$ cat src/rtl/core/pdnp_pkg.sv
`default_nettype none

package pdnp_pkg;

  localparam int CFG_INDEX_W = 3;
  localparam int CFG_DATA_W = 17;
  localparam int QUEUE_DEPTH = 2;

  localparam logic [CFG_INDEX_W-1:0] REG_STEREO        = 3'd0;
  localparam logic [CFG_INDEX_W-1:0] REG_WIDE_SAMPLES  = 3'd1;
  localparam logic [CFG_INDEX_W-1:0] REG_NO_SMOOTHING  = 3'd2;
  localparam logic [CFG_INDEX_W-1:0] REG_FIVE_BIT_MODE = 3'd3;
  localparam logic [CFG_INDEX_W-1:0] REG_RATE_STEP     = 3'd4;
  localparam logic [CFG_INDEX_W-1:0] REG_BYTE_LIMIT    = 3'd5;

  localparam logic [16:0] ONE_Q16          = 17'h10000;
  localparam logic [16:0] RATE_STEP_RESET  = 17'd41557;
  localparam logic [15:0] BYTE_LIMIT_RESET = 16'd65534;
  localparam logic [15:0] BYTE_COUNT_MAX   = 16'hffff;
  localparam logic [7:0]  BIAS_8BIT        = 8'd127;
  localparam logic [7:0]  TERMINATOR       = 8'h00;

  localparam logic CMD_FRAME = 1'b0;
  localparam logic CMD_FLUSH = 1'b1;

  typedef struct packed {
    logic               cmd;
    logic signed [15:0] left_sample;
    logic signed [15:0] right_sample;
  } frame_word_t;

  typedef struct packed {
    logic [7:0] out_byte;
    logic       last;
  } code_word_t;

  typedef struct packed {
    logic        stereo;
    logic        wide_samples;
    logic        no_smoothing;
    logic        five_bit_mode;
    logic [16:0] rate_step;
    logic [15:0] byte_limit;
  } cfg_regs_t;

  // One queued result: a packed byte, or a flush that expands to two words.
  typedef struct packed {
    logic       flush;
    logic [7:0] data;
  } q_entry_t;

endpackage

`default_nettype wire

$ cat src/rtl/core/pdnp_frame.sv
`default_nettype none

module pdnp_frame (
  input  wire                  clk,
  input  wire                  rst,
  input  wire                  accept,
  input  pdnp_pkg::frame_word_t frame_word,
  input  pdnp_pkg::cfg_regs_t  cfg,
  output logic                 push,
  output pdnp_pkg::q_entry_t   push_entry
);

  logic signed [15:0] mix_value, mix_value_next;
  logic [16:0]        phase_acc, phase_acc_next;
  logic [7:0]         pack_byte, pack_byte_next;
  logic               low_half_next, low_half_next_next;
  logic [15:0]        bytes_out, bytes_out_next;
  logic               halted, halted_next;

  logic signed [16:0] left_ext, right_ext, pair_sum, pair_adj;
  logic signed [15:0] frame_val, mix_new, bias_sum;
  logic signed [16:0] mix_sum, mix_adj;
  logic [7:0]         sample8, quot;
  logic [16:0]        step;
  logic [17:0]        phase_sum;
  logic               keep;
  logic [15:0]        bytes_inc;

  always_comb begin
    if (cfg.wide_samples) begin
      left_ext  = {frame_word.left_sample[15], frame_word.left_sample};
      right_ext = {frame_word.right_sample[15], frame_word.right_sample};
    end else begin
      left_ext  = {9'b0, frame_word.left_sample[7:0]};
      right_ext = {9'b0, frame_word.right_sample[7:0]};
    end

    // halve toward zero: add one to negatives before the shift
    pair_sum  = left_ext + right_ext;
    pair_adj  = pair_sum + {16'b0, pair_sum[16]};
    frame_val = cfg.stereo ? pair_adj[16:1] : left_ext[15:0];

    mix_sum = {mix_value[15], mix_value} + {frame_val[15], frame_val};
    mix_adj = mix_sum + {16'b0, mix_sum[16]};
    mix_new = cfg.no_smoothing ? frame_val : mix_adj[16:1];

    // divide by 256 toward zero, then bias
    bias_sum = mix_new + (mix_new[15] ? 16'sd255 : 16'sd0);
    quot     = bias_sum[15:8];
    sample8  = cfg.wide_samples ? 8'(quot + pdnp_pkg::BIAS_8BIT) : mix_new[7:0];

    step      = (cfg.rate_step > pdnp_pkg::ONE_Q16) ? pdnp_pkg::ONE_Q16 : cfg.rate_step;
    phase_sum = {1'b0, phase_acc} + {1'b0, step};
    keep      = (phase_sum >= {1'b0, pdnp_pkg::ONE_Q16});

    bytes_inc = (bytes_out == pdnp_pkg::BYTE_COUNT_MAX) ? bytes_out : bytes_out + 16'd1;

    mix_value_next     = mix_value;
    phase_acc_next     = phase_acc;
    pack_byte_next     = pack_byte;
    low_half_next_next = low_half_next;
    bytes_out_next     = bytes_out;
    halted_next        = halted;
    push               = 1'b0;
    push_entry.flush   = 1'b0;
    push_entry.data    = pack_byte;

    if (accept) begin
      if (frame_word.cmd == pdnp_pkg::CMD_FLUSH) begin
        push               = 1'b1;
        push_entry.flush   = 1'b1;
        push_entry.data    = pack_byte;
        mix_value_next     = '0;
        phase_acc_next     = '0;
        pack_byte_next     = '0;
        low_half_next_next = 1'b0;
        bytes_out_next     = '0;
        halted_next        = 1'b0;
      end else if (!halted) begin
        mix_value_next = mix_new;
        phase_acc_next = keep ? 17'(phase_sum - {1'b0, pdnp_pkg::ONE_Q16}) : phase_sum[16:0];
        if (keep) begin
          if (cfg.five_bit_mode) begin
            push            = 1'b1;
            push_entry.data = {3'b0, sample8[7:3]};
            pack_byte_next  = '0;
            bytes_out_next  = bytes_inc;
          end else if (!low_half_next) begin
            pack_byte_next     = {sample8[7:4], 4'b0};
            low_half_next_next = 1'b1;
          end else begin
            push               = 1'b1;
            push_entry.data    = {pack_byte[7:4], sample8[7:4]};
            pack_byte_next     = '0;
            low_half_next_next = 1'b0;
            bytes_out_next     = bytes_inc;
          end
        end
        halted_next = (bytes_out_next >= cfg.byte_limit);
      end
    end
  end

  always_ff @(posedge clk) begin
    if (rst) begin
      mix_value     <= '0;
      phase_acc     <= '0;
      pack_byte     <= '0;
      low_half_next <= 1'b0;
      bytes_out     <= '0;
      halted        <= 1'b0;
    end else begin
      mix_value     <= mix_value_next;
      phase_acc     <= phase_acc_next;
      pack_byte     <= pack_byte_next;
      low_half_next <= low_half_next_next;
      bytes_out     <= bytes_out_next;
      halted        <= halted_next;
    end
  end

  a_phase_below_one: assert property (@(posedge clk) disable iff (rst)
    phase_acc[16] == 1'b0)
    else $error("phase accumulator reached one after wrap");

  a_pending_low_clear: assert property (@(posedge clk) disable iff (rst)
    pack_byte[3:0] == 4'b0)
    else $error("pending byte has low nibble set");

  a_five_bit_range: assert property (@(posedge clk) disable iff (rst)
    (push && !push_entry.flush && cfg.five_bit_mode) |-> (push_entry.data[7:5] == 3'b0))
    else $error("five-bit sample out of range");

endmodule

`default_nettype wire

$ cat src/rtl/core/pdnp_outq.sv
`default_nettype none

module pdnp_outq (
  input  wire                 clk,
  input  wire                 rst,
  input  wire                 push,
  input  pdnp_pkg::q_entry_t  push_entry,
  output logic                full,
  output logic                code_valid,
  input  wire                 code_stall,
  output pdnp_pkg::code_word_t code_word
);

  localparam int PTR_W = (pdnp_pkg::QUEUE_DEPTH > 1) ? $clog2(pdnp_pkg::QUEUE_DEPTH) : 1;
  localparam int CNT_W = $clog2(pdnp_pkg::QUEUE_DEPTH + 1);
  localparam logic [PTR_W-1:0] LAST_PTR = PTR_W'(pdnp_pkg::QUEUE_DEPTH - 1);
  localparam logic [CNT_W-1:0] FULL_CNT = CNT_W'(pdnp_pkg::QUEUE_DEPTH);

  pdnp_pkg::q_entry_t mem [pdnp_pkg::QUEUE_DEPTH];

  logic [PTR_W-1:0] wr_ptr, rd_ptr;
  logic [CNT_W-1:0] count, count_next;
  logic             half;
  logic             pop, finish;
  pdnp_pkg::q_entry_t head;

  always_comb begin
    head       = mem[rd_ptr];
    full       = (count == FULL_CNT);
    code_valid = (count != '0);
    pop        = code_valid && !code_stall;
    // a flush entry stays at the head for its terminator word
    finish     = pop && !(head.flush && !half);
    code_word.last     = head.flush && half;
    code_word.out_byte = code_word.last ? pdnp_pkg::TERMINATOR : head.data;
    count_next = count + CNT_W'(push) - CNT_W'(finish);
  end

  always_ff @(posedge clk) begin
    if (push) begin
      mem[wr_ptr] <= push_entry;
    end
  end

  always_ff @(posedge clk) begin
    if (rst) begin
      wr_ptr <= '0;
      rd_ptr <= '0;
      count  <= '0;
      half   <= 1'b0;
    end else begin
      if (push) begin
        wr_ptr <= (wr_ptr == LAST_PTR) ? '0 : wr_ptr + PTR_W'(1);
      end
      if (finish) begin
        rd_ptr <= (rd_ptr == LAST_PTR) ? '0 : rd_ptr + PTR_W'(1);
      end
      if (pop) begin
        half <= head.flush && !half;
      end
      count <= count_next;
    end
  end

  a_no_push_full: assert property (@(posedge clk) disable iff (rst)
    push |-> !full)
    else $error("word pushed into full queue");

  a_half_on_flush: assert property (@(posedge clk) disable iff (rst)
    half |-> (code_valid && head.flush))
    else $error("terminator phase without flush at head");

  a_count_bound: assert property (@(posedge clk) disable iff (rst)
    count <= FULL_CNT)
    else $error("queue count overflow");

endmodule

`default_nettype wire

$ cat src/rtl/core/pcm_downsample_nibble_packer_core.sv
`default_nettype none

// PCM down-sampler and 4-bit packer. Each frame word (mono or stereo, 8-bit
// unsigned or 16-bit signed) is mixed, optionally smoothed with the previous
// mix, decimated by a Q16 phase accumulator and reduced to 8 bits; kept
// samples are packed two nibbles per code word (high first) or sent one per
// word in five-bit mode. A flush command sends the pending byte and then a
// zero word with last set, and restarts the stream. One frame word is taken
// every cycle: all frame work is one combinational pass into a two-entry
// output queue, so frame_stall rises only when that queue is full; a flush
// holds the queue head for two code words. The user must write configuration
// (cfg_valid/cfg_ready, always ready) while the block is idle; not enforced.

module pcm_downsample_nibble_packer_core (
  input  wire                                clk,
  input  wire                                rst,
  input  wire                                frame_valid,
  output logic                               frame_stall,
  input  pdnp_pkg::frame_word_t              frame_word,
  output logic                               code_valid,
  input  wire                                code_stall,
  output pdnp_pkg::code_word_t               code_word,
  input  wire                                cfg_valid,
  output logic                               cfg_ready,
  input  wire [pdnp_pkg::CFG_INDEX_W-1:0]    cfg_index,
  input  wire [pdnp_pkg::CFG_DATA_W-1:0]     cfg_data
);

  pdnp_pkg::cfg_regs_t cfg;
  pdnp_pkg::q_entry_t  push_entry;
  logic                push, full, accept;

  assign cfg_ready   = 1'b1;
  assign frame_stall = full;
  assign accept      = frame_valid && !frame_stall;

  always_ff @(posedge clk) begin
    if (rst) begin
      cfg.stereo        <= 1'b0;
      cfg.wide_samples  <= 1'b0;
      cfg.no_smoothing  <= 1'b0;
      cfg.five_bit_mode <= 1'b0;
      cfg.rate_step     <= pdnp_pkg::RATE_STEP_RESET;
      cfg.byte_limit    <= pdnp_pkg::BYTE_LIMIT_RESET;
    end else if (cfg_valid && cfg_ready) begin
      case (cfg_index)
        pdnp_pkg::REG_STEREO:        cfg.stereo        <= cfg_data[0];
        pdnp_pkg::REG_WIDE_SAMPLES:  cfg.wide_samples  <= cfg_data[0];
        pdnp_pkg::REG_NO_SMOOTHING:  cfg.no_smoothing  <= cfg_data[0];
        pdnp_pkg::REG_FIVE_BIT_MODE: cfg.five_bit_mode <= cfg_data[0];
        pdnp_pkg::REG_RATE_STEP:     cfg.rate_step     <= cfg_data[16:0];
        pdnp_pkg::REG_BYTE_LIMIT:    cfg.byte_limit    <= cfg_data[15:0];
        default: ;
      endcase
    end
  end

  pdnp_frame u_frame (
    .clk        (clk),
    .rst        (rst),
    .accept     (accept),
    .frame_word (frame_word),
    .cfg        (cfg),
    .push       (push),
    .push_entry (push_entry)
  );

  pdnp_outq u_outq (
    .clk        (clk),
    .rst        (rst),
    .push       (push),
    .push_entry (push_entry),
    .full       (full),
    .code_valid (code_valid),
    .code_stall (code_stall),
    .code_word  (code_word)
  );

endmodule

`default_nettype wire
$ cat config.mk
export PLATFORM = sky130hd
export DESIGN_NAME = pcm_downsample_nibble_packer_core
export DESIGN_NICKNAME = d
export VERILOG_FILES = /design/src/rtl/core/pdnp_pkg.sv /design/src/rtl/core/pdnp_frame.sv /design/src/rtl/core/pdnp_outq.sv /design/src/rtl/core/pcm_downsample_nibble_packer_core.sv
export SDC_FILE = /design/constraint.sdc
export NUM_CORES = 1
export LEC_CHECK = 0
export ABC_AREA = 0
export CELL_PAD_IN_SITES_DETAIL_PLACEMENT = 1
export CELL_PAD_IN_SITES_GLOBAL_PLACEMENT = 2
export CORE_ASPECT_RATIO = 1.1
export CORE_MARGIN = 3
export CORE_UTILIZATION = 40
export DETAILED_ROUTE_END_ITERATION = 10
export DONT_BUFFER_PORTS = 1
export GPL_ROUTABILITY_DRIVEN = 0
export PLACE_DENSITY_LB_ADDON = 0.1
export SLEW_MARGIN = 20
export SYNTH_ARGS = -nofsm -noshare
export SYNTH_HDL_FRONTEND = slang
export SYNTH_HIERARCHICAL = 1
export SYNTH_SLANG_ARGS = --single-unit
$ cat constraint.sdc
create_clock -name clk -period 17.3 [get_ports clk]
set_input_delay 5.19 -clock clk [delete_from_list [all_inputs] [get_ports clk]]
set_output_delay 5.19 -clock clk [all_outputs]
set_load 0.005 [all_outputs]
==> qor.csv, run 1 <==
stage,metric,value,unit
cells_and_area,area growth from synthesis to layout,7.89,%
cells_and_area,"non-filler cells, final",1503,
routing,Vias,8777,
synth,cell count after synthesis,1213,
floorplanning,Total Die Area,26800,µm²
clocking,Root Driver,clkbuf_16,
synth,syn_nets,1348,
worst_setup_path,R2R Path End,u_outq/mem[1][2],
routing,Final ANT Viol Nets,0,
clocking,clk buf depth,2,
routing,# DRC,0,
grt,pin count of the biggest net entering global routing,121,
worst_setup_path,CP max stage cell,a31oi_1,
power,cell leakage power,4.45,nW
synth,post-synth top area share,19.7,%
timing,Period minus WS final,15.55,ns
placed_design,dpl hpwl,22600,µm
timing,Slew HR,29.7,%
timing,TNS Setup,0,ns
routing,drt wl/cell,19.5,µm
synth,Async SR Flop Fraction,0,%
cells_and_area,design area,10700,µm²
synth,top post-synthesis cells by area,"dfxtp_1, ha_1, nor2_1, edfxtp_1, mux2i_1",
timing,"Slew Viols, Final",0,
grt,vias in the first global route,8979,
placed_design,Placed Instances,1471,
clocking,total CTS buffers,17,
timing,worst setup margin,1.75,ns
worst_setup_path,CP Data Arrival Time,15.71,ns
worst_setup_path,WP data required,17.46,ns
timing,hold slack,0.466,ns
timing,Tcrit/Tclk final,89.9,%
clocking,Post-CTS Setup Inserts,0,
timing,skew final,0.0106,ns
cells_and_area,fraction of layout cells with a size suffix above 1,7.01,%
timing,Fmax achieved,64.3,MHz
clocking,post_cts resized,0,
synth,synth warn,6,
clocking,"Clk Latency, worst-skew pair",0.42,ns
grt,wire length of the first global-routing pass,47100,µm
hold_path,Worst Hold Class,flip-flop to flip-flop,
timing,RSZ-0062 raised after global routing,false,
routing,Post-Route WL,29400,µm
grt,GR Overflow Total,0,
worst_setup_path,r2r setup slk,6.43,ns
synth,Yosys cell types,101,
cells_and_area,layout net count,1320,
timing,final setup vio count,0,
outcome,status,completed,
power,VDD IR max,0.0468,mV
worst_setup_path,CP max stage delay,0.54,ns
hold_path,hold wc startpoint,u_frame/pack_byte[7],
floorplanning,cell row count,59,
worst_setup_path,Reg2Reg Launch Point,cfg[35],
floorplanning,core box area,24100,µm²
clocking,clk sinks,116,
placed_design,Buffers on Ports,0,
clocking,CTS tree,built,
synth,Post-Syn Area,9960,µm²
hold_path,Worst Hold Depth,2,
worst_setup_path,Reg2Reg Depth,43,
cells_and_area,Fill cells,2915,
synth,Syn Area/Cell,8.21,µm²
synth,Synth area leader,dfxtp_1,
worst_setup_path,Crit Path Class,input pin to flip-flop,
power,Total Power,0.844,mW
floorplanning,Die Y,171,µm
timing,"Hold Violations, Final",0,
synth,most instantiated library cell after synthesis,nor2_1,
synth,share of synthesized area occupied by flip-flops and latches,25.1,%
worst_setup_path,Setup crit end kind,flip-flop,
run,max-capacitance violation count,0,
grt,GRT Resource Usage Total,21.7,%
grt,initial antenna violation count,0,
worst_setup_path,CP most frequent cell,ha_1,
placed_design,dpl ws,1.38,ns
routing,Avg Vias per Cell,5.84,
clocking,# H-tree levels,4,
floorplanning,IO Count,70,
clocking,"Reg clk slew, reported paths",0.06,ns
routing,Pre-Repair DR Iteration Count,5,
synth,"top cells by count, synth","nor2_1, dfxtp_1, nand2_1",
clocking,hold_buf cts,0,
synth,"flops & latches, synth",116,
placed_design,placed cell area,10100,µm²
synth,ys flop type,dfxtp_1,
hold_path,hold endpoint,u_frame/pack_byte[7],
cells_and_area,Ant. Diodes,0,
timing,Worst Tran Pin Value,1.05,ns
cells_and_area,Util after Layout,44.6,%
floorplanning,Die Wd,156,µm
worst_setup_path,critical-path maximum fanout,17,
routing,drt first-iter violations,385,
floorplanning,initial core utilization,41.4,%
power,Pwr Density,78.5,nW/µm²
worst_setup_path,critical path startpoint category,input pin,
synth,Post-synth EDFFs,18,
-- cell families (layout without fill, tap and decap cells) --
| family | after synthesis | count (layout) | share of synthesized area [%] |
|---|---|---|---|
| flip-flops | 116 | 116 | 25.1 |
| AND/OR/NAND/NOR | 479 | 479 | 25.4 |
| XOR/XNOR | 74 | 74 | 6.58 |
| adder cells (fa/ha/maj) | 78 | 78 | 10.0 |
| other | 1 | 1 | 0.0377 |
| multiplexers | 67 | 67 | 6.94 |
| buffers and inverters | 94 | 79 | 4.28 |
| AO/OA/AOI/OAI | 304 | 304 | 21.6 |
-- worst max-delay path: cells and delay by family --
| kind | cells | cell delay [ns] |
|---|---|---|
| AND/OR/NAND/NOR | 19 | 4.32 |
| AO/OA/AOI/OAI | 14 | 3.84 |
| XOR/XNOR | 2 | 0.42 |
| adder cells (fa/ha/maj) | 6 | 1.82 |
| buffers and inverters | 1 | 0.10 |
-- placed cells by master (no fill, tap or decap), types with 18 or more instances in the layout --
master / synthesis / routed
ha_1: 74 / 74
xor2_1: 37 / 37
a22oi_1: 33 / 33
nand2_1: 76 / 76
nand2b_1: 38 / 38
mux2i_1: 54 / 54
nor3_1: 26 / 26
nor2_1: 146 / 145
o21ai_0: 36 / 35
clkbuf_16: 0 / 18
a21oi_1: 67 / 67
a21o_1: 28 / 28
dfxtp_1: 98 / 98
edfxtp_1: 18 / 18
and2_1: 34 / 34
inv_1: 40 / 40
nand3_1: 27 / 27
nor2b_1: 31 / 31
xnor2_1: 36 / 36
-- power by group --
| part | leakage, nW | switching (mW) | internal [mW] |
|---|---|---|---|
| combinational | 3.20 | 0.113 | 0.0676 |
| clock | 0.291 | 0.136 | 0.230 |
| sequential | 0.956 | 0.0100 | 0.287 |
| total | 4.45 | 0.259 | 0.584 |
-- worst max path at each step --
stage,startpoint,to,slack [ns],depth (start not counted)
final,frame_word[0],u_outq/mem[1][2],1.75,42
after global routing,frame_word[0],u_outq/mem[1][2],0.73,42
after CTS,frame_word[0],u_outq/mem[1][2],1.77,43
after detailed placement,frame_word[0],u_outq/mem[0][2],1.38,42
after global placement,frame_word[0],u_outq/mem[0][2],1.56,42
after floorplan,frame_word[0],u_outq/mem[0][2],2.78,44
-- sequential cells by signal, summed over array words and instances, names as in the netlist, named ones only --
signal,flops
u_outq/count,2
cfg,37
u_frame/pack_byte,4
u_frame/bytes_out,16
u_frame/halted,1
u_frame/phase_acc,17
u_frame/low_half_next,1
u_outq/half,1
u_outq/rd_ptr,1
u_frame/mix_value,16
u_outq/mem,18
u_outq/wr_ptr,1
-- metal layers --
layer  GRT usage, %  wire length, µm
met2           40.3            15000
met3           2.97              584
met5              0                0
met4           6.66              691
met1           26.0            13100
-- cell type report --
class	count	area (µm²)	share of cell area, %
well taps	305	382	3.55
inverters	41	154	1.43
repair buffers	6	45.0	0.419
multi-input cells	1003	7040	65.5
clock buffers	20	478	4.45
flip-flops and latches	116	2500	23.3
clock inverters	12	140	1.30
Note: power is estimated with default switching activity, not from simulation.
==> run 2, diff against run 1 <==
--- a/config.mk
+++ b/config.mk
@@ -10,11 +10,12 @@
 export CELL_PAD_IN_SITES_GLOBAL_PLACEMENT = 2
 export CORE_ASPECT_RATIO = 1.1
 export CORE_MARGIN = 3
-export CORE_UTILIZATION = 40
+export CORE_UTILIZATION = 43
 export DETAILED_ROUTE_END_ITERATION = 10
 export DONT_BUFFER_PORTS = 1
 export GPL_ROUTABILITY_DRIVEN = 0
 export PLACE_DENSITY_LB_ADDON = 0.1
+export REMOVE_ABC_BUFFERS = 1
 export SLEW_MARGIN = 20
 export SYNTH_ARGS = -nofsm -noshare
 export SYNTH_HDL_FRONTEND = slang
==> constraint.sdc (replaced) <==
create_clock -name clk -period 20 [get_ports clk]
set_input_delay 6 -clock clk [delete_from_list [all_inputs] [get_ports clk]]
set_output_delay 6 -clock clk [all_outputs]
set_load 0.005 [all_outputs]
==> run 2 against run 1 <==
  * Highest routed layer unchanged
  * Non-clock buffer count shrank 1
  * Hold slack gained 0.0039 ns
  * Die area shrank 6.7%
  * Largest cell class unchanged
==> qor.csv, run 2 (synthesis gave the netlist of run 1 again) <==
stage,metric,value,unit
grt,met2 Use GR,40.8,%
placed_design,Buffers on Ports,0,
timing,RSZ-0062 raised after global routing,false,
timing,Worst Tran Pin Value,0.903,ns
grt,GR Util met1,29.1,%
routing,Avg Vias per Cell,5.95,
timing,final setup vio count,0,
timing,Slew HR,39.8,%
power,Total Power,0.738,mW
worst_setup_path,Setup crit end kind,flip-flop,
cells_and_area,Largest Register,cfg,
clocking,clk sinks,116,
power,VDD IR max,0.0327,mV
clocking,total CTS buffers,17,
grt,GRT Resource Usage Total,23.4,%
timing,skew final,0.0151,ns
timing,Tcrit/Tclk final,82.7,%
placed_design,dpl ws,3.06,ns
cells_and_area,Fill cells,2723,
grt,pin count of the biggest net entering global routing,121,
worst_setup_path,CP Data Arrival Time,16.71,ns
clocking,hold_buf cts,0,
worst_setup_path,CP most frequent cell,ha_1,
floorplanning,Die Y,166,µm
worst_setup_path,Crit Path Class,input pin to flip-flop,
timing,Fmax achieved,60.4,MHz
cells_and_area,area growth from synthesis to layout,7.72,%
grt,initial antenna violation count,0,
worst_setup_path,critical-path maximum fanout,17,
floorplanning,Die Wd,151,µm
cells_and_area,Ant. Diodes,0,
cells_and_area,max reg flops,37,
floorplanning,initial core utilization,44.5,%
worst_setup_path,WP data required,20.17,ns
grt,GR peak layer,met2,
cells_and_area,most frequent cells in the layout,"nor2_1, dfxtp_1, nand2_1, ha_1, a21oi_1",
hold_path,Worst Hold Class,flip-flop to flip-flop,
timing,"Hold Violations, Final",0,
cells_and_area,layout net count,1319,
placed_design,dpl hpwl,21800,µm
grt,wire length of the first global-routing pass,47600,µm
clocking,"Reg clk slew, reported paths",0.06,ns
cells_and_area,"commonest non-fill, non-tap cell in the layout",nor2_1,
clocking,CTS tree,built,
timing,TNS Setup,0,ns
worst_setup_path,critical path startpoint category,input pin,
routing,Pre-Repair DR Iteration Count,5,
clocking,Root Driver,clkbuf_16,
floorplanning,cell row count,57,
routing,Final ANT Viol Nets,0,
worst_setup_path,CP max stage cell,a31oi_1,
clocking,"Clk Latency, worst-skew pair",0.43,ns
outcome,status,completed,
grt,GR Overflow Total,0,
grt,vias in the first global route,9139,
power,cell leakage power,4.45,nW
hold_path,hold wc startpoint,u_frame/phase_acc[16],
worst_setup_path,CP max stage delay,0.53,ns
routing,drt first-iter violations,348,
floorplanning,Total Die Area,25000,µm²
grt,met3 Use GR,3.42,%
timing,Period minus WS final,16.55,ns
timing,"Slew Viols, Final",0,
run,max-capacitance violation count,0,
cells_and_area,largest registers,"cfg (37), u_outq/mem (18), u_frame/phase_acc (17)",
cells_and_area,fraction of layout cells with a size suffix above 1,7.10,%
floorplanning,core box area,22400,µm²
worst_setup_path,Reg2Reg Launch Point,cfg[35],
clocking,post_cts resized,0,
clocking,clk buf depth,2,
clocking,# H-tree levels,4,
routing,Vias,8870,
cells_and_area,area of the multi-input gates,7040,µm²
worst_setup_path,crit path from,frame_word[0],
routing,Post-Route WL,29100,µm
clocking,Post-CTS Setup Inserts,0,
floorplanning,IO Count,70,
timing,worst setup margin,3.45,ns
cells_and_area,register area,2500,µm²
power,Pwr Density,68.8,nW/µm²
routing,# DRC,0,
routing,drt wl/cell,19.5,µm
[run 2: area by class of cell]
type                            count  share of cell area, %
Multi-Input combinational cell   1003                   65.7
Sequential cell                   116                   23.3
Tap cell                          295                   3.44
Clock buffer                       17                   3.97
Timing Repair Buffer                5                  0.350
Clock inverter                     15                   1.80
Inverter                           41                   1.43
[run 2: path summary, 6_finish.rpt]
kind	slack, ns	endpoint	cells past startpoint
min	0.47	u_frame/phase_acc[16]	2
max	3.45	u_outq/mem[1][2]	43
min reg2reg	0.47	u_frame/phase_acc[16]	2
max reg2reg	8.84	u_outq/mem[1][2]	43
[run 2: report_power, final]
part	switching [mW]	internal [mW]
sequential	0.00878	0.248
clock	0.126	0.200
combinational	0.0972	0.0585
total	0.232	0.506
[run 2: per-layer routing]
metal | part of all wire, % | vias to the layer above
met5 | 0 | -
met4 | 2.9 | 0
met3 | 2.3 | 45
met1 | 45 | 4313
li1 | - | 4395
met2 | 50 | 117
[run 2: critical path: cells and delay by family]
family | cells | cell delay [ns]
compound gates | 16 | 4.29
simple gates | 18 | 4.02
fa+ha+maj | 6 | 1.84
xor+xnor | 2 | 0.45
buf+inv | 1 | 0.10
[run 2: stage by stage]
step,cells,utilization [%],instance area [µm²],hold WS (ns)
2_1_floorplan,1160,-,9680,0.417
3_3_place_gp,1460,45.1,10100,0.445
3_5_place_dp,1460,45.1,10100,0.457
4_1_cts,1492,47.9,10700,0.473
5_1_grt,1492,47.9,10700,0.492
6_report,1492,47.9,10700,0.470
==> run 3, diff against run 2 <==
--- a/config.mk
+++ b/config.mk
@@ -10,7 +10,7 @@
 export CELL_PAD_IN_SITES_GLOBAL_PLACEMENT = 2
 export CORE_ASPECT_RATIO = 1.1
 export CORE_MARGIN = 3
-export CORE_UTILIZATION = 43
+export CORE_UTILIZATION = 40
 export DETAILED_ROUTE_END_ITERATION = 10
 export DONT_BUFFER_PORTS = 1
 export GPL_ROUTABILITY_DRIVEN = 0
==> constraint.sdc (replaced) <==
create_clock -name clk -period 16.43 [get_ports clk]
set_input_delay 4.929 -clock clk [delete_from_list [all_inputs] [get_ports clk]]
set_output_delay 4.929 -clock clk [all_outputs]
set_load 0.005 [all_outputs]
==> run 3 against run 2 <==
  * Sequential power grew 22%
  * First-iteration DRC count grew 1.1%
  * Cell count grew 0.74%
  * Critical path depth is the same
  * Clock power grew 18%
  * Cell area grew 0.13%
  * Global-route usage shrank 1.2 points
  * Non-clock buffer count grew 1
  * Die area grew 7.2%
  * Largest cell class unchanged
==> qor.csv, run 3 (synthesis gave the netlist of run 1 again) <==
stage,metric,value,unit
outcome,status,completed,
timing,RSZ-0062 raised after global routing,false,
cells_and_area,Ant. Diodes,0,
floorplanning,IO Count,70,
cells_and_area,most frequent cells in the layout,"nor2_1, dfxtp_1, nand2_1, ha_1, a21oi_1",
routing,drt first-iter violations,352,
worst_setup_path,"Buf+Inv Stages, Crit Path",2,
floorplanning,Die Y,171,µm
grt,GRT Resource Usage Total,22.3,%
routing,Vias,8803,
placed_design,dpl hpwl,22300,µm
cells_and_area,largest registers,"cfg (37), u_outq/mem (18), u_frame/phase_acc (17)",
worst_setup_path,CP max stage cell,or4b_1,
routing,Avg Vias per Cell,5.86,
worst_setup_path,CP max stage delay,0.50,ns
routing,# DRC,0,
cells_and_area,Util after Layout,44.6,%
clocking,"Reg clk slew, reported paths",0.05,ns
cells_and_area,area growth from synthesis to layout,7.85,%
clocking,Root Driver,clkbuf_16,
clocking,clk buf depth,2,
cells_and_area,fraction of layout cells with a size suffix above 1,7.10,%
clocking,clk sinks,116,
clocking,"Clk Latency, worst-skew pair",0.42,ns
worst_setup_path,Crit Path Class,input pin to flip-flop,
timing,Slew HR,37.7,%
placed_design,placed cell area,10100,µm²
power,VDD IR max,0.0500,mV
routing,Pre-Repair DR Iteration Count,5,
timing,final setup vio count,0,
clocking,# H-tree levels,4,
grt,wire length of the first global-routing pass,48100,µm
cells_and_area,layout net count,1320,
worst_setup_path,crit-path leading delay family,compound AO/OA/AOI/OAI gates,
clocking,Post-CTS Setup Inserts,0,
power,cell leakage power,4.45,nW
worst_setup_path,WP data required,16.58,ns
timing,"Slew Viols, Final",0,
clocking,hold_buf cts,0,
timing,Worst Tran Pin Value,0.926,ns
floorplanning,cell row count,59,
worst_setup_path,Setup crit end kind,flip-flop,
floorplanning,initial core utilization,41.4,%
clocking,CTS tree,built,
cells_and_area,"commonest non-fill, non-tap cell in the layout",nor2_1,
timing,TNS Setup,0,ns
routing,drt wl/cell,19.6,µm
timing,skew final,0.0149,ns
timing,"Hold Violations, Final",0,
grt,GR Overflow Total,0,
placed_design,dpl ws,0.517,ns
cells_and_area,max reg flops,37,
worst_setup_path,critical path startpoint category,input pin,
worst_setup_path,critical-path maximum fanout,17,
grt,vias in the first global route,9026,
placed_design,Buffers on Ports,0,
routing,Final ANT Viol Nets,0,
clocking,post_cts resized,0,
worst_setup_path,CP most frequent cell,ha_1,
grt,pin count of the biggest net entering global routing,121,
worst_setup_path,CP Data Arrival Time,15.51,ns
clocking,total CTS buffers,17,
cells_and_area,Fill cells,2914,
run,max-capacitance violation count,0,
grt,initial antenna violation count,0,
timing,Tcrit/Tclk final,93.5,%
power,Total Power,0.887,mW
timing,worst setup margin,1.07,ns
power,Pwr Density,82.6,nW/µm²
timing,Period minus WS final,15.36,ns
timing,Fmax achieved,65.1,MHz
cells_and_area,design area,10700,µm²
hold_path,Worst Hold Class,flip-flop to flip-flop,
routing,Post-Route WL,29400,µm
cells_and_area,Largest Register,cfg,
floorplanning,Total Die Area,26800,µm²
floorplanning,Die Wd,156,µm
floorplanning,core box area,24100,µm²
==> run 3: layer usage <==
| layer | part of all wire [%] | track usage, % |
|---|---|---|
| met4 | 2.3 | 7.00 |
| met2 | 50 | 39.7 |
| met1 | 46 | 28.0 |
| met5 | 0 | 0 |
| met3 | 2.1 | 2.67 |
==> run 3: where the power goes <==
group | switching [mW] | internal, mW | total, mW
Sequential | 0.0107 | 0.302 | 0.313
Clock | 0.143 | 0.241 | 0.385
Combinational | 0.118 | 0.0715 | 0.189
==> run 3: worst paths after layout <==
path / endpoint / cells after the start / from / slack, ns
setup / recovery: u_outq/mem[1][2] / 43 / frame_word[0] / 1.07
hold / removal: u_frame/pack_byte[7] / 2 / u_frame/pack_byte[7] / 0.45
setup reg to reg: u_outq/mem[1][2] / 43 / cfg[35] / 5.30
hold reg to reg: u_frame/pack_byte[7] / 2 / u_frame/pack_byte[7] / 0.45
==> run 3: final cells by class <==
type / instances / area, µm² / area share, %
well taps: 305 / 382 / 3.55
repair buffers: 6 / 45.0 / 0.419
clock buffers: 21 / 483 / 4.50
flip-flops and latches: 116 / 2500 / 23.3
clock inverters: 11 / 123 / 1.14
multi-input cells: 1003 / 7050 / 65.6
inverters: 41 / 154 / 1.43
==> run 3: per-stage QoR <==
step | hold WS, ns | std cells
after floorplan | 0.417 | 1160
after CTS | 0.462 | 1503
final | 0.455 | 1503
after global placement | 0.441 | 1471
after detailed placement | 0.437 | 1471
after global routing | 0.492 | 1503
==> run 3: tightest hold or removal path, delay by kind of cell (launching register included) <==
kind	cells	cell delay [ns]
flip-flops	1	0.32
AND/OR/NAND/NOR	1	0.06
AO/OA/AOI/OAI	1	0.05
